**src/sv/sdspi_pkg.sv**
```systemverilog
// Package: phase codes, command frames and field widths for the SD SPI host sequencer.
`timescale 1ns / 1ps
`default_nettype none
package sdspi_pkg;
  localparam int BLOCK_BYTES_DEF = 512;
  localparam int CSD_BYTES_DEF   = 16;
  localparam int WAKE_BYTES_DEF  = 80;
  localparam int FLUSH_BYTES_DEF = 512;

  localparam logic [1:0] CMD_INIT  = 2'd0;
  localparam logic [1:0] CMD_READ  = 2'd1;
  localparam logic [1:0] CMD_WRITE = 2'd2;
  localparam logic [1:0] CMD_BYTE  = 2'd3;

  localparam logic [4:0] PH_IDLE = 5'd0, PH_WAKE = 5'd1, PH_CNOP = 5'd2,
    PH_CFRAME = 5'd3, PH_CPOLL = 5'd4, PH_ECHO = 5'd5, PH_FLUSH = 5'd6,
    PH_TOKEN = 5'd7, PH_CSD = 5'd8, PH_RDATA = 5'd9, PH_RCRC1 = 5'd10,
    PH_RCRC2 = 5'd11, PH_WDELAY = 5'd12, PH_WTOKEN = 5'd13, PH_WDATA = 5'd14,
    PH_WCRC1 = 5'd15, PH_WCRC2 = 5'd16, PH_WRESP = 5'd17, PH_WAIT = 5'd18;

  localparam logic [1:0] OP_NONE = 2'd0, OP_INIT = 2'd1, OP_READ = 2'd2, OP_WRITE = 2'd3;

  localparam logic [3:0] ST_OK = 4'd0, ST_CMD0 = 4'd1, ST_CMD8 = 4'd2, ST_ECHO = 4'd3,
    ST_ACMD41 = 4'd4, ST_CSD = 4'd5, ST_ADDR = 4'd6, ST_REJECT = 4'd7,
    ST_TOKEN = 4'd8, ST_WREJ = 4'd9;

  localparam logic [47:0] FRAME_CMD0  = 48'h400000000095;
  localparam logic [47:0] FRAME_CMD8  = 48'h48000001AA87;
  localparam logic [47:0] FRAME_CMD55 = 48'h770000000065;
  localparam logic [47:0] FRAME_CMD41 = 48'h694000000077;
  localparam logic [47:0] FRAME_CMD9  = 48'h490000000001;
  localparam logic [7:0]  ID_CMD0 = 8'h40, ID_CMD8 = 8'h48, ID_CMD55 = 8'h77,
    ID_CMD41 = 8'h69, ID_CMD9 = 8'h49, ID_CMD17 = 8'h51, ID_CMD24 = 8'h58;
  localparam logic [31:0] ECHO_PATTERN = 32'h000001AA;
  localparam logic [7:0]  IDLE_BYTE = 8'hFF;
  localparam logic [7:0]  START_TOKEN = 8'hFE;

  localparam logic CFG_RESP_TMO  = 1'b0;
  localparam logic CFG_TOKEN_TMO = 1'b1;
endpackage
`default_nettype wire

```
**src/sv/sd_card_spi_host_sequencer_unit.sv**
```systemverilog
// Top level: SD card SPI-mode host sequencer, one exchanged byte per word.
// Output: a result word is registered and presented in the cycle after its input word is accepted.
// Throughput: one word per cycle; the output register is a single stage and
// the input is taken whenever that stage is empty or being drained.
// Reset: synchronous active-low rst_n returns to idle, select high, no card,
// timeouts 256 and 4096.
`timescale 1ns / 1ps
`default_nettype none
module sd_card_spi_host_sequencer_unit
  import sdspi_pkg::*;
#(
  parameter int WAKE_BYTES  = WAKE_BYTES_DEF,
  parameter int FLUSH_BYTES = FLUSH_BYTES_DEF
) (
  input  wire         clk,
  input  wire         rst_n,
  input  wire         in_tvalid,
  output logic        in_tready,
  // [1:0] command, [33:2] block_address, [41:34] rx_byte, [49:42] write_data
  input  wire  [55:0] in_tdata,
  output logic        out_tvalid,
  input  wire         out_tready,
  // [7:0] tx_byte, [8] tx_request, [9] card_select_level, [10] need_write_data,
  // [18:11] read_data, [19] read_valid, [20] done_res, [24:21] status,
  // [56:25] block_count
  output logic [63:0] out_tdata,
  output logic        out_tlast,
  input  wire         cfg_wr_en,
  input  wire         cfg_index,
  input  wire  [15:0] cfg_wdata
);
  localparam int BLOCK_BYTES = BLOCK_BYTES_DEF;
  localparam int CSD_BYTES   = CSD_BYTES_DEF;

  logic [15:0] resp_tmo_r, token_tmo_r;
  logic [4:0]  phase_r, phase_nxt;
  logic [9:0]  bcnt_r, bcnt_nxt;
  logic [15:0] retry_r, retry_nxt;
  logic [16:0] attempt_r, attempt_nxt;
  logic [47:0] frame_r, frame_nxt;
  logic [2:0]  fidx_r, fidx_nxt;
  logic [31:0] echo_r, echo_nxt;
  logic [21:0] size_r, size_nxt;
  logic [31:0] cap_r, cap_nxt;
  logic [1:0]  op_r, op_nxt;
  logic [3:0]  pend_r, pend_nxt;
  logic        cs_r, cs_nxt;

  logic [7:0]  o_tx;
  logic        o_req, o_need, o_rv, o_rl, o_done;
  logic [7:0]  o_rd;
  logic [3:0]  o_st;
  logic [63:0] res_r;
  logic        res_last_r, out_valid_r;

  logic [1:0]  cmd;
  logic [31:0] addr;
  logic [7:0]  rx, wd;
  logic [15:0] rtmo, ttmo;
  logic        take;

  assign cmd  = in_tdata[1:0];
  assign addr = in_tdata[33:2];
  assign rx   = in_tdata[41:34];
  assign wd   = in_tdata[49:42];
  assign rtmo = (resp_tmo_r == 16'd0) ? 16'd1 : resp_tmo_r;
  assign ttmo = (token_tmo_r == 16'd0) ? 16'd1 : token_tmo_r;
  assign in_tready = !out_valid_r || out_tready;
  assign take = in_tvalid && in_tready;

  // Capacity from C_SIZE: (C_SIZE+1)*1024 saturated; with a 22-bit C_SIZE it fits in
  // 32 bits except at the top C_SIZE value, which the saturation guards.
  logic [32:0] cap_calc;
  assign cap_calc = {1'b0, 10'd0, size_r} + 33'd1;

  // Next-state and result logic for one word
  always_comb begin
    logic [7:0] r1;
    logic       do_disp;
    logic [15:0] rc_inc;
    logic [3:0]  fin_st;
    logic        fin;
    phase_nxt = phase_r; bcnt_nxt = bcnt_r; retry_nxt = retry_r;
    attempt_nxt = attempt_r; frame_nxt = frame_r; fidx_nxt = fidx_r;
    echo_nxt = echo_r; size_nxt = size_r; cap_nxt = cap_r; op_nxt = op_r;
    pend_nxt = pend_r; cs_nxt = cs_r;
    o_tx = 8'd0; o_req = 1'b0; o_need = 1'b0; o_rd = 8'd0; o_rv = 1'b0;
    o_rl = 1'b0; o_done = 1'b0; o_st = ST_OK;
    r1 = IDLE_BYTE; do_disp = 1'b0; fin = 1'b0; fin_st = ST_OK;
    rc_inc = retry_r + 16'd1;

    priority if (cmd == CMD_INIT) begin
      op_nxt = OP_INIT; cap_nxt = 32'd0; size_nxt = 22'd0; cs_nxt = 1'b1;
      bcnt_nxt = 10'd1; phase_nxt = PH_WAKE; o_tx = IDLE_BYTE; o_req = 1'b1;
    end else if (cmd == CMD_READ || cmd == CMD_WRITE) begin
      op_nxt = (cmd == CMD_READ) ? OP_READ : OP_WRITE;
      if (addr >= cap_r) begin
        fin = 1'b1; fin_st = ST_ADDR;
      end else begin
        cs_nxt = 1'b0;
        frame_nxt = {(cmd == CMD_READ) ? ID_CMD17 : ID_CMD24, addr, 8'h01};
        phase_nxt = PH_CNOP; o_tx = IDLE_BYTE; o_req = 1'b1;
      end
    end else begin
      unique case (phase_r)
        PH_WAKE: begin
          o_req = 1'b1; o_tx = IDLE_BYTE;
          if (bcnt_r < 10'(WAKE_BYTES)) bcnt_nxt = bcnt_r + 10'd1;
          else begin
            cs_nxt = 1'b0; attempt_nxt = 17'd0; frame_nxt = FRAME_CMD0; phase_nxt = PH_CNOP;
          end
        end
        PH_CNOP: begin
          fidx_nxt = 3'd0; phase_nxt = PH_CFRAME; o_req = 1'b1; o_tx = frame_r[47:40];
        end
        PH_CFRAME: begin
          fidx_nxt = fidx_r + 3'd1; o_req = 1'b1;
          if (fidx_r + 3'd1 < 3'd6) begin
            unique case (fidx_r)
              3'd0:    o_tx = frame_r[39:32];
              3'd1:    o_tx = frame_r[31:24];
              3'd2:    o_tx = frame_r[23:16];
              3'd3:    o_tx = frame_r[15:8];
              default: o_tx = frame_r[7:0];
            endcase
          end else begin
            retry_nxt = 16'd0; phase_nxt = PH_CPOLL; o_tx = IDLE_BYTE;
          end
        end
        PH_CPOLL: begin
          retry_nxt = rc_inc;
          if (!rx[7]) begin
            do_disp = 1'b1; r1 = rx; retry_nxt = retry_r;
          end else if (rc_inc >= rtmo) begin
            do_disp = 1'b1;
          end else begin
            o_req = 1'b1; o_tx = IDLE_BYTE;
          end
        end
        PH_ECHO: begin
          echo_nxt = {echo_r[23:0], rx}; bcnt_nxt = bcnt_r + 10'd1;
          if (bcnt_r + 10'd1 < 10'd4) begin
            o_req = 1'b1; o_tx = IDLE_BYTE;
          end else if ({echo_r[23:0], rx} == ECHO_PATTERN) begin
            attempt_nxt = 17'd0; frame_nxt = FRAME_CMD55; phase_nxt = PH_CNOP;
            o_req = 1'b1; o_tx = IDLE_BYTE;
          end else begin
            fin = 1'b1; fin_st = ST_ECHO;
          end
        end
        PH_FLUSH: begin
          if (bcnt_r < 10'(FLUSH_BYTES)) begin
            bcnt_nxt = bcnt_r + 10'd1; o_req = 1'b1; o_tx = IDLE_BYTE;
          end else begin
            attempt_nxt = attempt_r + 17'd1;
            if (attempt_r + 17'd1 >= {1'b0, rtmo}) begin
              fin = 1'b1; fin_st = ST_ACMD41;
            end else begin
              frame_nxt = FRAME_CMD55; phase_nxt = PH_CNOP; o_req = 1'b1; o_tx = IDLE_BYTE;
            end
          end
        end
        PH_TOKEN: begin
          o_req = 1'b1; o_tx = IDLE_BYTE;
          if (rx == START_TOKEN) begin
            bcnt_nxt = 10'd0; phase_nxt = (op_r == OP_INIT) ? PH_CSD : PH_RDATA;
          end else begin
            retry_nxt = rc_inc;
            if (rc_inc >= ttmo) begin
              pend_nxt = (op_r == OP_INIT) ? ST_CSD : ST_TOKEN; phase_nxt = PH_WAIT;
            end
          end
        end
        PH_CSD: begin
          if (bcnt_r == 10'd7) size_nxt[21:16] = rx[5:0];
          else if (bcnt_r == 10'd8) size_nxt[15:8] = rx;
          else if (bcnt_r == 10'd9) size_nxt[7:0] = rx;
          bcnt_nxt = bcnt_r + 10'd1; o_req = 1'b1; o_tx = IDLE_BYTE;
          if (bcnt_r + 10'd1 >= 10'(CSD_BYTES)) begin
            pend_nxt = ST_OK; phase_nxt = PH_WAIT;
          end
        end
        PH_RDATA: begin
          o_rd = rx; o_rv = 1'b1; o_req = 1'b1; o_tx = IDLE_BYTE;
          bcnt_nxt = bcnt_r + 10'd1;
          if ({1'b0, bcnt_r} + 11'd1 >= 11'(BLOCK_BYTES)) begin
            o_rl = 1'b1; phase_nxt = PH_RCRC1;
          end
        end
        PH_RCRC1: begin
          phase_nxt = PH_RCRC2; o_req = 1'b1; o_tx = IDLE_BYTE;
        end
        PH_RCRC2: begin
          pend_nxt = ST_OK; phase_nxt = PH_WAIT; o_req = 1'b1; o_tx = IDLE_BYTE;
        end
        PH_WDELAY: begin
          phase_nxt = PH_WTOKEN; o_req = 1'b1; o_tx = START_TOKEN; o_need = 1'b1;
        end
        PH_WTOKEN: begin
          o_req = 1'b1; o_tx = wd; bcnt_nxt = 10'd1; phase_nxt = PH_WDATA;
          o_need = (11'd1 < 11'(BLOCK_BYTES));
        end
        PH_WDATA: begin
          o_req = 1'b1;
          if ({1'b0, bcnt_r} < 11'(BLOCK_BYTES)) begin
            o_tx = wd; bcnt_nxt = bcnt_r + 10'd1;
            o_need = ({1'b0, bcnt_r} + 11'd1 < 11'(BLOCK_BYTES));
          end else begin
            phase_nxt = PH_WCRC1; o_tx = IDLE_BYTE;
          end
        end
        PH_WCRC1: begin
          phase_nxt = PH_WCRC2; o_req = 1'b1; o_tx = IDLE_BYTE;
        end
        PH_WCRC2: begin
          retry_nxt = 16'd0; phase_nxt = PH_WRESP; o_req = 1'b1; o_tx = IDLE_BYTE;
        end
        PH_WRESP: begin
          o_req = 1'b1; o_tx = IDLE_BYTE;
          if (!rx[4]) begin
            pend_nxt = (rx[3:0] == 4'h5) ? ST_OK : ST_WREJ; phase_nxt = PH_WAIT;
          end else begin
            retry_nxt = rc_inc;
            if (rc_inc >= rtmo) begin
              pend_nxt = ST_WREJ; phase_nxt = PH_WAIT;
            end
          end
        end
        PH_WAIT: begin
          if (rx == IDLE_BYTE) begin
            fin = 1'b1; fin_st = pend_r;
          end else begin
            o_req = 1'b1; o_tx = IDLE_BYTE;
          end
        end
        default: ;
      endcase

      // R1 dispatch by command id
      if (do_disp) begin
        unique case (frame_r[47:40])
          ID_CMD0, ID_CMD8: begin
            if (r1 == 8'h01) begin
              if (frame_r[47:40] == ID_CMD0) begin
                attempt_nxt = 17'd0; frame_nxt = FRAME_CMD8; phase_nxt = PH_CNOP;
              end else begin
                bcnt_nxt = 10'd0; echo_nxt = 32'd0; phase_nxt = PH_ECHO;
              end
              o_req = 1'b1; o_tx = IDLE_BYTE;
            end else if (attempt_r > {1'b0, rtmo}) begin
              fin = 1'b1; fin_st = (frame_r[47:40] == ID_CMD0) ? ST_CMD0 : ST_CMD8;
            end else begin
              attempt_nxt = attempt_r + 17'd1; phase_nxt = PH_CNOP;
              o_req = 1'b1; o_tx = IDLE_BYTE;
            end
          end
          ID_CMD55, ID_CMD41: begin
            o_req = 1'b1; o_tx = IDLE_BYTE;
            if (frame_r[47:40] == ID_CMD55 && r1 == 8'h01) begin
              frame_nxt = FRAME_CMD41; phase_nxt = PH_CNOP;
            end else if (frame_r[47:40] == ID_CMD41 && r1 == 8'h00) begin
              frame_nxt = FRAME_CMD9; phase_nxt = PH_CNOP;
            end else begin
              bcnt_nxt = 10'd1; phase_nxt = PH_FLUSH;
            end
          end
          ID_CMD9, ID_CMD17: begin
            o_req = 1'b1; o_tx = IDLE_BYTE;
            if (r1 == 8'h00) begin
              retry_nxt = 16'd0; phase_nxt = PH_TOKEN;
            end else begin
              pend_nxt = (frame_r[47:40] == ID_CMD9) ? ST_CSD : ST_REJECT;
              phase_nxt = PH_WAIT;
            end
          end
          default: begin
            o_req = 1'b1; o_tx = IDLE_BYTE;
            if (r1 == 8'h00) phase_nxt = PH_WDELAY;
            else begin
              pend_nxt = ST_REJECT; phase_nxt = PH_WAIT;
            end
          end
        endcase
      end
    end

    // Operation end
    if (fin) begin
      if (op_r == OP_INIT && fin_st == ST_OK)
        cap_nxt = cap_calc[22] ? 32'hFFFFFFFF : {cap_calc[21:0], 10'd0};
      o_done = 1'b1; o_st = fin_st; phase_nxt = PH_IDLE; op_nxt = OP_NONE;
    end
  end

  // State and config registers
  always_ff @(posedge clk) begin
    if (!rst_n) begin
      resp_tmo_r <= 16'd256; token_tmo_r <= 16'd4096;
      phase_r <= PH_IDLE; bcnt_r <= '0; retry_r <= '0; attempt_r <= '0;
      frame_r <= '0; fidx_r <= '0; echo_r <= '0; size_r <= '0; cap_r <= '0;
      op_r <= OP_NONE; pend_r <= ST_OK; cs_r <= 1'b1; out_valid_r <= 1'b0;
    end else begin
      if (cfg_wr_en) begin
        if (cfg_index == CFG_RESP_TMO) resp_tmo_r <= cfg_wdata;
        else token_tmo_r <= cfg_wdata;
      end
      if (take) begin
        phase_r <= phase_nxt; bcnt_r <= bcnt_nxt; retry_r <= retry_nxt;
        attempt_r <= attempt_nxt; frame_r <= frame_nxt; fidx_r <= fidx_nxt;
        echo_r <= echo_nxt; size_r <= size_nxt; cap_r <= cap_nxt;
        op_r <= op_nxt; pend_r <= pend_nxt; cs_r <= cs_nxt;
        out_valid_r <= 1'b1;
      end else if (out_tready) begin
        out_valid_r <= 1'b0;
      end
    end
  end

  // Result word register
  always_ff @(posedge clk) begin
    if (take) begin
      res_r <= {7'd0, cap_nxt, o_st, o_done, o_rv, o_rd, o_need, cs_nxt, o_req, o_tx};
      res_last_r <= o_rl;
    end
  end

  assign out_tvalid = out_valid_r;
  assign out_tdata  = res_r;
  assign out_tlast  = res_last_r;

`ifndef SYNTHESIS
  a_idle_no_req: assert property (@(posedge clk) disable iff (!rst_n)
    out_tvalid && out_tdata[20] |-> !out_tdata[8]) else $error("done with request");
  a_last_valid: assert property (@(posedge clk) disable iff (!rst_n)
    out_tvalid && out_tlast |-> out_tdata[19]) else $error("last without data");
  a_status_zero: assert property (@(posedge clk) disable iff (!rst_n)
    out_tvalid && !out_tdata[20] |-> out_tdata[24:21] == ST_OK) else $error("stray status");
  a_hold: assert property (@(posedge clk) disable iff (!rst_n)
    !take |=> $stable(phase_r)) else $error("phase moved without word");
`endif
endmodule
`default_nettype wire

```
**config.mk**
```make
export PLATFORM = sky130hd
export DESIGN_NAME = sd_card_spi_host_sequencer_unit
export DESIGN_NICKNAME = d
export VERILOG_FILES = /design/src/sv/sdspi_pkg.sv /design/src/sv/sd_card_spi_host_sequencer_unit.sv
export SDC_FILE = /design/constraint.sdc
export NUM_CORES = 1
export LEC_CHECK = 0
export BUFFER_PORTS_ARGS = -buffer_cell sky130_fd_sc_hd__buf_2
export CORE_UTILIZATION = 35
export DETAILED_ROUTE_END_ITERATION = 6
export SLEW_MARGIN = 20
export SYNTH_ARGS = -nofsm -noshare
export SYNTH_HDL_FRONTEND = slang
export SYNTH_SLANG_ARGS = --single-unit
```
**constraint.sdc**
```tcl
create_clock -name clk -period 6.9 [get_ports clk]
set_clock_uncertainty 0.05 [all_clocks]
set_input_delay 0 -clock clk [delete_from_list [all_inputs] [get_ports clk]]
set_output_delay 0 -clock clk [all_outputs]
set_load 0.1 [all_outputs]
```
======== Word-level counts from Yosys, hierarchy flattened ========
Cells that the tools add are included.
cells by class
  equality and inequality tests ........... 43
  magnitude comparators ................... 13
  multiplexer cells ....................... 190
  $add $sub $neg .......................... 6
  bitwise gates (word level) .............. 4
  reduce and logical (&&, ||, !) cells .... 41
operators by type and width
  kind                 count
  $mux 48              12
  $mux 32              9
  $mux 8               22
  $mux 16              10
  $mux 17              9
  $pmux 48 s3          1
  $mux 10              11
  $mux 5               22
  $pmux 48 s2          1
  $pmux 16 s5          1
  $pmux 5 s16          1
  $pmux 8 s10          1
  $mux 4               18
  $mux 22              3
  $pmux 10 s6          1
  $pmux 17 s3          1
  $eq 8x7->1 const B   6
  $mux 1               43
  $eq 5x4->1 const B   8
  $eq 32x9->1 const B  1
  $ge 16x16->1         2
  $ge 32x32->1         1
  $logic_not 16->1     2
  $pmux 8 s4           1
  other kinds (62)     110
storage, ports and cells
  register bits after elaboration ......... 283
  output and inout port bits .............. 67

======== Logic depth before layout (Yosys ltp) ========
  depth in word-level cells ............... 16
  gate-level depth with buffers ........... 19
  mapped depth without buffers ............ 18

======== Worst setup path before layout ========
OpenSTA, ideal clock, no wires.
  path kind ............................... flip-flop to flip-flop
  start ................................... register out_valid_r (netlist: out_tvalid)
  end ..................................... register frame_r[5]
  stages on the path, launching flop included .. 9
  slack ................................... 1.800 ns
  setup time .............................. 0.131 ns
  data arrival time ....................... 4.919 ns
  data required time ...................... 6.719 ns
  buffers on the path ..................... 0
  cells stage by stage .................... dfxtp_1 > nand2b_1 > nand2_1 > clkinv_1 > nand2_1 > nor2_1 > and4_1 > a21oi_1 > a31oi_1
on the way
  longest elaborated chain between the ends .. 4
ends and longest elaborated chain
  item                        RTL line                                text
  start: declaration          sd_card_spi_host_sequencer_unit.sv:54   logic res_last_r, out_valid_r;
  start signal: assignment    sd_card_spi_host_sequencer_unit.sv:301  op_r <= OP_NONE; pend_r <= ST_OK; cs_r <= 1'b1; out_valid_r <= 1'b0;
  start signal: assignment    sd_card_spi_host_sequencer_unit.sv:312  out_valid_r <= 1'b1;
  start signal: assignment    sd_card_spi_host_sequencer_unit.sv:314  out_valid_r <= 1'b0;
  $logic_not 1->1             sd_card_spi_host_sequencer_unit.sv:68   assign in_tready = !out_valid_r || out_tready;
  $logic_or 1x1->1            sd_card_spi_host_sequencer_unit.sv:68
  via in_tready               sd_card_spi_host_sequencer_unit.sv:18   output logic in_tready,
  $logic_and 1x1->1           sd_card_spi_host_sequencer_unit.sv:69   assign take = in_tvalid && in_tready;
  via take                    sd_card_spi_host_sequencer_unit.sv:60   logic take;
  $reduce_and 3->1 (no line)  n/a
  end signal: assignment      sd_card_spi_host_sequencer_unit.sv:309  attempt_r <= attempt_nxt; frame_r <= frame_nxt; fidx_r <= fidx_nxt;
  end: declaration            sd_card_spi_host_sequencer_unit.sv:40   logic [47:0] frame_r, frame_nxt;
The timed path passes the listed nets, and every way through them passes these cells.
A chain may end at the register's enable or synchronous reset.

======== Final worst setup path ========
  start ................................... register attempt_r[0]
  end ..................................... register op_r[0]
on the way
  longest elaborated chain between the ends .. 13
ends and longest elaborated chain
  item                         RTL line                                text
  start: declaration           sd_card_spi_host_sequencer_unit.sv:39   logic [16:0] attempt_r, attempt_nxt;
  start signal: assignment     sd_card_spi_host_sequencer_unit.sv:309
  $add 17x1->17                sd_card_spi_host_sequencer_unit.sv:156  if (attempt_r + 17'd1 >= {1'b0, rtmo}) begin
  $ge 17x16->1                 sd_card_spi_host_sequencer_unit.sv:156
  $mux 1                       sd_card_spi_host_sequencer_unit.sv:156
  $mux 1                       sd_card_spi_host_sequencer_unit.sv:152  if (bcnt_r < 10'(FLUSH_BYTES)) begin
  $pmux 1 s3                   sd_card_spi_host_sequencer_unit.sv:105  unique case (phase_r)
  $mux 1                       sd_card_spi_host_sequencer_unit.sv:250  end else if (attempt_r > {1'b0, rtmo}) begin
  $mux 1                       sd_card_spi_host_sequencer_unit.sv:243  if (r1 == 8'h01) begin
  $mux 1                       sd_card_spi_host_sequencer_unit.sv:241  unique case (frame_r[47:40])
  $mux 1 (*)                   sd_card_spi_host_sequencer_unit.sv:240  if (do_disp) begin
  $mux 1 (*)                   sd_card_spi_host_sequencer_unit.sv:95   end else if (cmd == CMD_READ || cmd == CMD_WRITE) begin
  $mux 1 (*)                   sd_card_spi_host_sequencer_unit.sv:92   priority if (cmd == CMD_INIT) begin
  $reduce_bool 3->1 (no line)  n/a
  $reduce_and 2->1 (no line)   n/a
  end signal: assignment       sd_card_spi_host_sequencer_unit.sv:311  op_r <= op_nxt; pend_r <= pend_nxt; cs_r <= cs_nxt;
  end: declaration             sd_card_spi_host_sequencer_unit.sv:45   logic [1:0] op_r, op_nxt;
Mark *: on every way between the ends. The rest lies on a longest branch, timed or not.

==> flow_summary.ini <==
[synth]
synth_fa_ha_area_frac = 0.0835
syn-instance-count = 1919
yosys.area_share.simple = 0.218
syn-cell-area_sq_um = 16600
ys.flop_type = dfxtp_1
ys_seq_area_frac = 0.366
synth_compound_area_frac = 0.242
synth_edf_count = 58
syn_area_per_cell_sq_um = 8.66
ys_types = 110
async_flop_share = 0
ys_ff_latch = 275
synth_xor_area_frac = 0.0232
ys_warn_count = 0
synthMuxAreaShare = 0.0163
synth_top_family_by_area = compound AO/OA/AOI/OAI gates

[die]
die_x_um = 220
start_util = 0.356
rows = 79
core_area_sq_um = 46700
die_y_um = 220
io_pins = 145
die_area_sq_um = 48400

[finish]
num-nets-final = 2269
final_cell_mix = dfxtp_1 (217), nor2_1 (188), nand2_1 (179)
mostFrequentLayoutCell = dfxtp_1
fin_cells = 2713
fill_cells = 4674
drive_above_1_share = 0.139
syn_to_final_growth_pct = 17.2
final_area_sq_um = 19500

[detailed_routing]
ant_nets = 0
wl_per_cell_um = 19.8
vias_per_cell = 5.69
routed_wl_um = 53800
first_pass_iters = 7
drc = 10
drt_iter0_markers = 1721
vias = 15400

[worst_setup_path]
worst-path-max-fanout = 9
worstSetupPathType = flop to flop
cp.required_ns = 7.33
cp-start-kind = flop
crit_path_end_kind = flop
worstPathArrival_ns = 5.79

[placed_design]
placedInstanceArea_sq_um = 17700
dpl.hpwl_um = 39200
gp_congestion = 0.971
io_buffers = 131
dp.cells = 2578

[clock_network]
cts_setup_buffers = 0
clk_pin_slew_worst_paths_ns = 0.06
numCtsBuffers = 31
clock-sinks = 275
cts_hold_buf = 76
cts_buffer_depth = 3
cts.htree.levels = 1
clock_latency_ns = 0.59
cts_tree = done
cts_resized = 0
cts_root_buf = clkbuf_16

[global_routing]
grt_pass1_wl_um = 83900
antenna_found_initial = 1
grt_max_degree = 91
track_usage = 0.220
grt_pass1_vias = 14700
grt.overflow.total = 0

[run]
max_cap_viol_count = 0

[timing]
max_freq_ghz = 0.187
setup_violations = 0
fin_crit_sh = 0.777
slew_headroom = 0.203
hold_viol = 0
slew_viol_final = 0
tightest_slew_ns = 1.20
finalCriticalPeriod_ns = 5.36
rsz0062_at_grt = false
fin_tns_setup_ns = 0

[min_path]
hp-class = primary input to flop

[pwr]
total_leakage_power_uw = 0.00748
cellPowerDensity_nw_per_um2 = 204
peakVddDrop_mv = 0.164

[outcome]
violations = design-rule violations
outcome = complete, but fails checks
## where the power goes
part	total, uW	internal [uW]	switching (uW)
registers	1720	1690	30.1
logic	610	166	444
clock network	1650	955	699
total	3980	2810	1170
## synthesized netlist by cell type (29+ instances only)
master,n,area share
clkbuf_1,64,0.014
nor3_1,29,0.0087
nand2_1,179,0.040
ha_1,111,0.084
nand3_1,52,0.016
and3_1,30,0.011
nor2_1,189,0.043
o21ai_0,90,0.027
nand2b_1,29,0.011
nand3b_1,33,0.015
edfxtp_1,58,0.10
inv_1,92,0.021
dfxtp_1,217,0.26
a21oi_1,137,0.041
a22oi_1,53,0.024
a21o_1,34,0.015
## stage by stage
step	setup slack (ns)	total power [uW]	util	hold WS, ns
finish	1.54	3980	0.418	0.0834
global route	1.12	4120	0.418	0.0746
CTS	1.58	4010	0.418	0.0521
detailed placement	1.71	2320	0.380	0.193
global placement	1.81	2310	0.380	0.185
floorplan	1.80	2160	-	0.0755
## cells by family (layout without fill, tap and decap cells)
family | count (synthesis) | after routing
muxes | 27 | 27
and+or+nand+nor | 698 | 698
buffers and inverters | 199 | 379
adders and majority gates | 111 | 111
AOI/OAI and AO/OA | 564 | 564
xor gates and xnor gates | 44 | 44
DFF | 275 | 275
other | 1 | 8
## final timing paths
| check | startpoint | end | slack, ns | cells after the start |
|---|---|---|---|---|
| setup / recovery | attempt_r[0] | op_r[0] | 1.54 | 18 |
| hold / removal | in_tdata[42] | out_tdata[0] | 0.08 | 4 |
| setup reg to reg | attempt_r[0] | op_r[0] | 1.54 | 18 |
| hold reg to reg | frame_r[7] | frame_r[7] | 0.40 | 2 |
## routing by layer
| metal | track usage | share of wire | up-vias |
|---|---|---|---|
| met4 | 0.0772 | 0.032 | 0 |
| li1 | - | - | 7379 |
| met2 | 0.345 | 0.45 | 562 |
| met5 | 0 | 0 | - |
| met3 | 0.0284 | 0.065 | 104 |
| met1 | 0.308 | 0.45 | 7402 |
## sequential cells by signal, summed over array words and instances, names as in the netlist, 4 cells and up
register and count:
resp_tmo_r 16, frame_r 48, retry_r 16, attempt_r 17, echo_r 24, size_r 22, out_tdata 57, token_tmo_r 16
bcnt_r 10, pend_r 4, cap_r 32, phase_r 5
## cell type report
class                           count  area, sq um  share of cell area
Multi-Input combinational cell   1451         9720               0.499
Clock inverter                     10         90.1             0.00462
Clock buffer                       48          922              0.0473
Timing Repair Buffer              225         1550              0.0796
Inverter                           96          363              0.0186
Sequential cell                   275         6090               0.312
Antenna cell                        1         2.50            0.000128
Tap cell                          607          759              0.0390
## worst max-delay path: stages, from the launching register on
cell           delay (ns)
dfxtp_1              0.42
ha_1                 0.32
nand4_1              0.18
nor2_1               0.33
nand3_1              0.25
nor2_1               0.21
nand3_1              0.12
xnor2_1              0.29
ha_1                 0.30
and2_1               0.18
nand3_1              0.09
nor4_1               0.07
or3_1                0.38
o21ai_1              0.48
nand4_2              0.35
a31oi_1              0.38
a211oi_1             0.08
dlygate4sd3_1        0.56
a31o_2               0.21
Note: power is estimated with default switching activity, not from simulation.
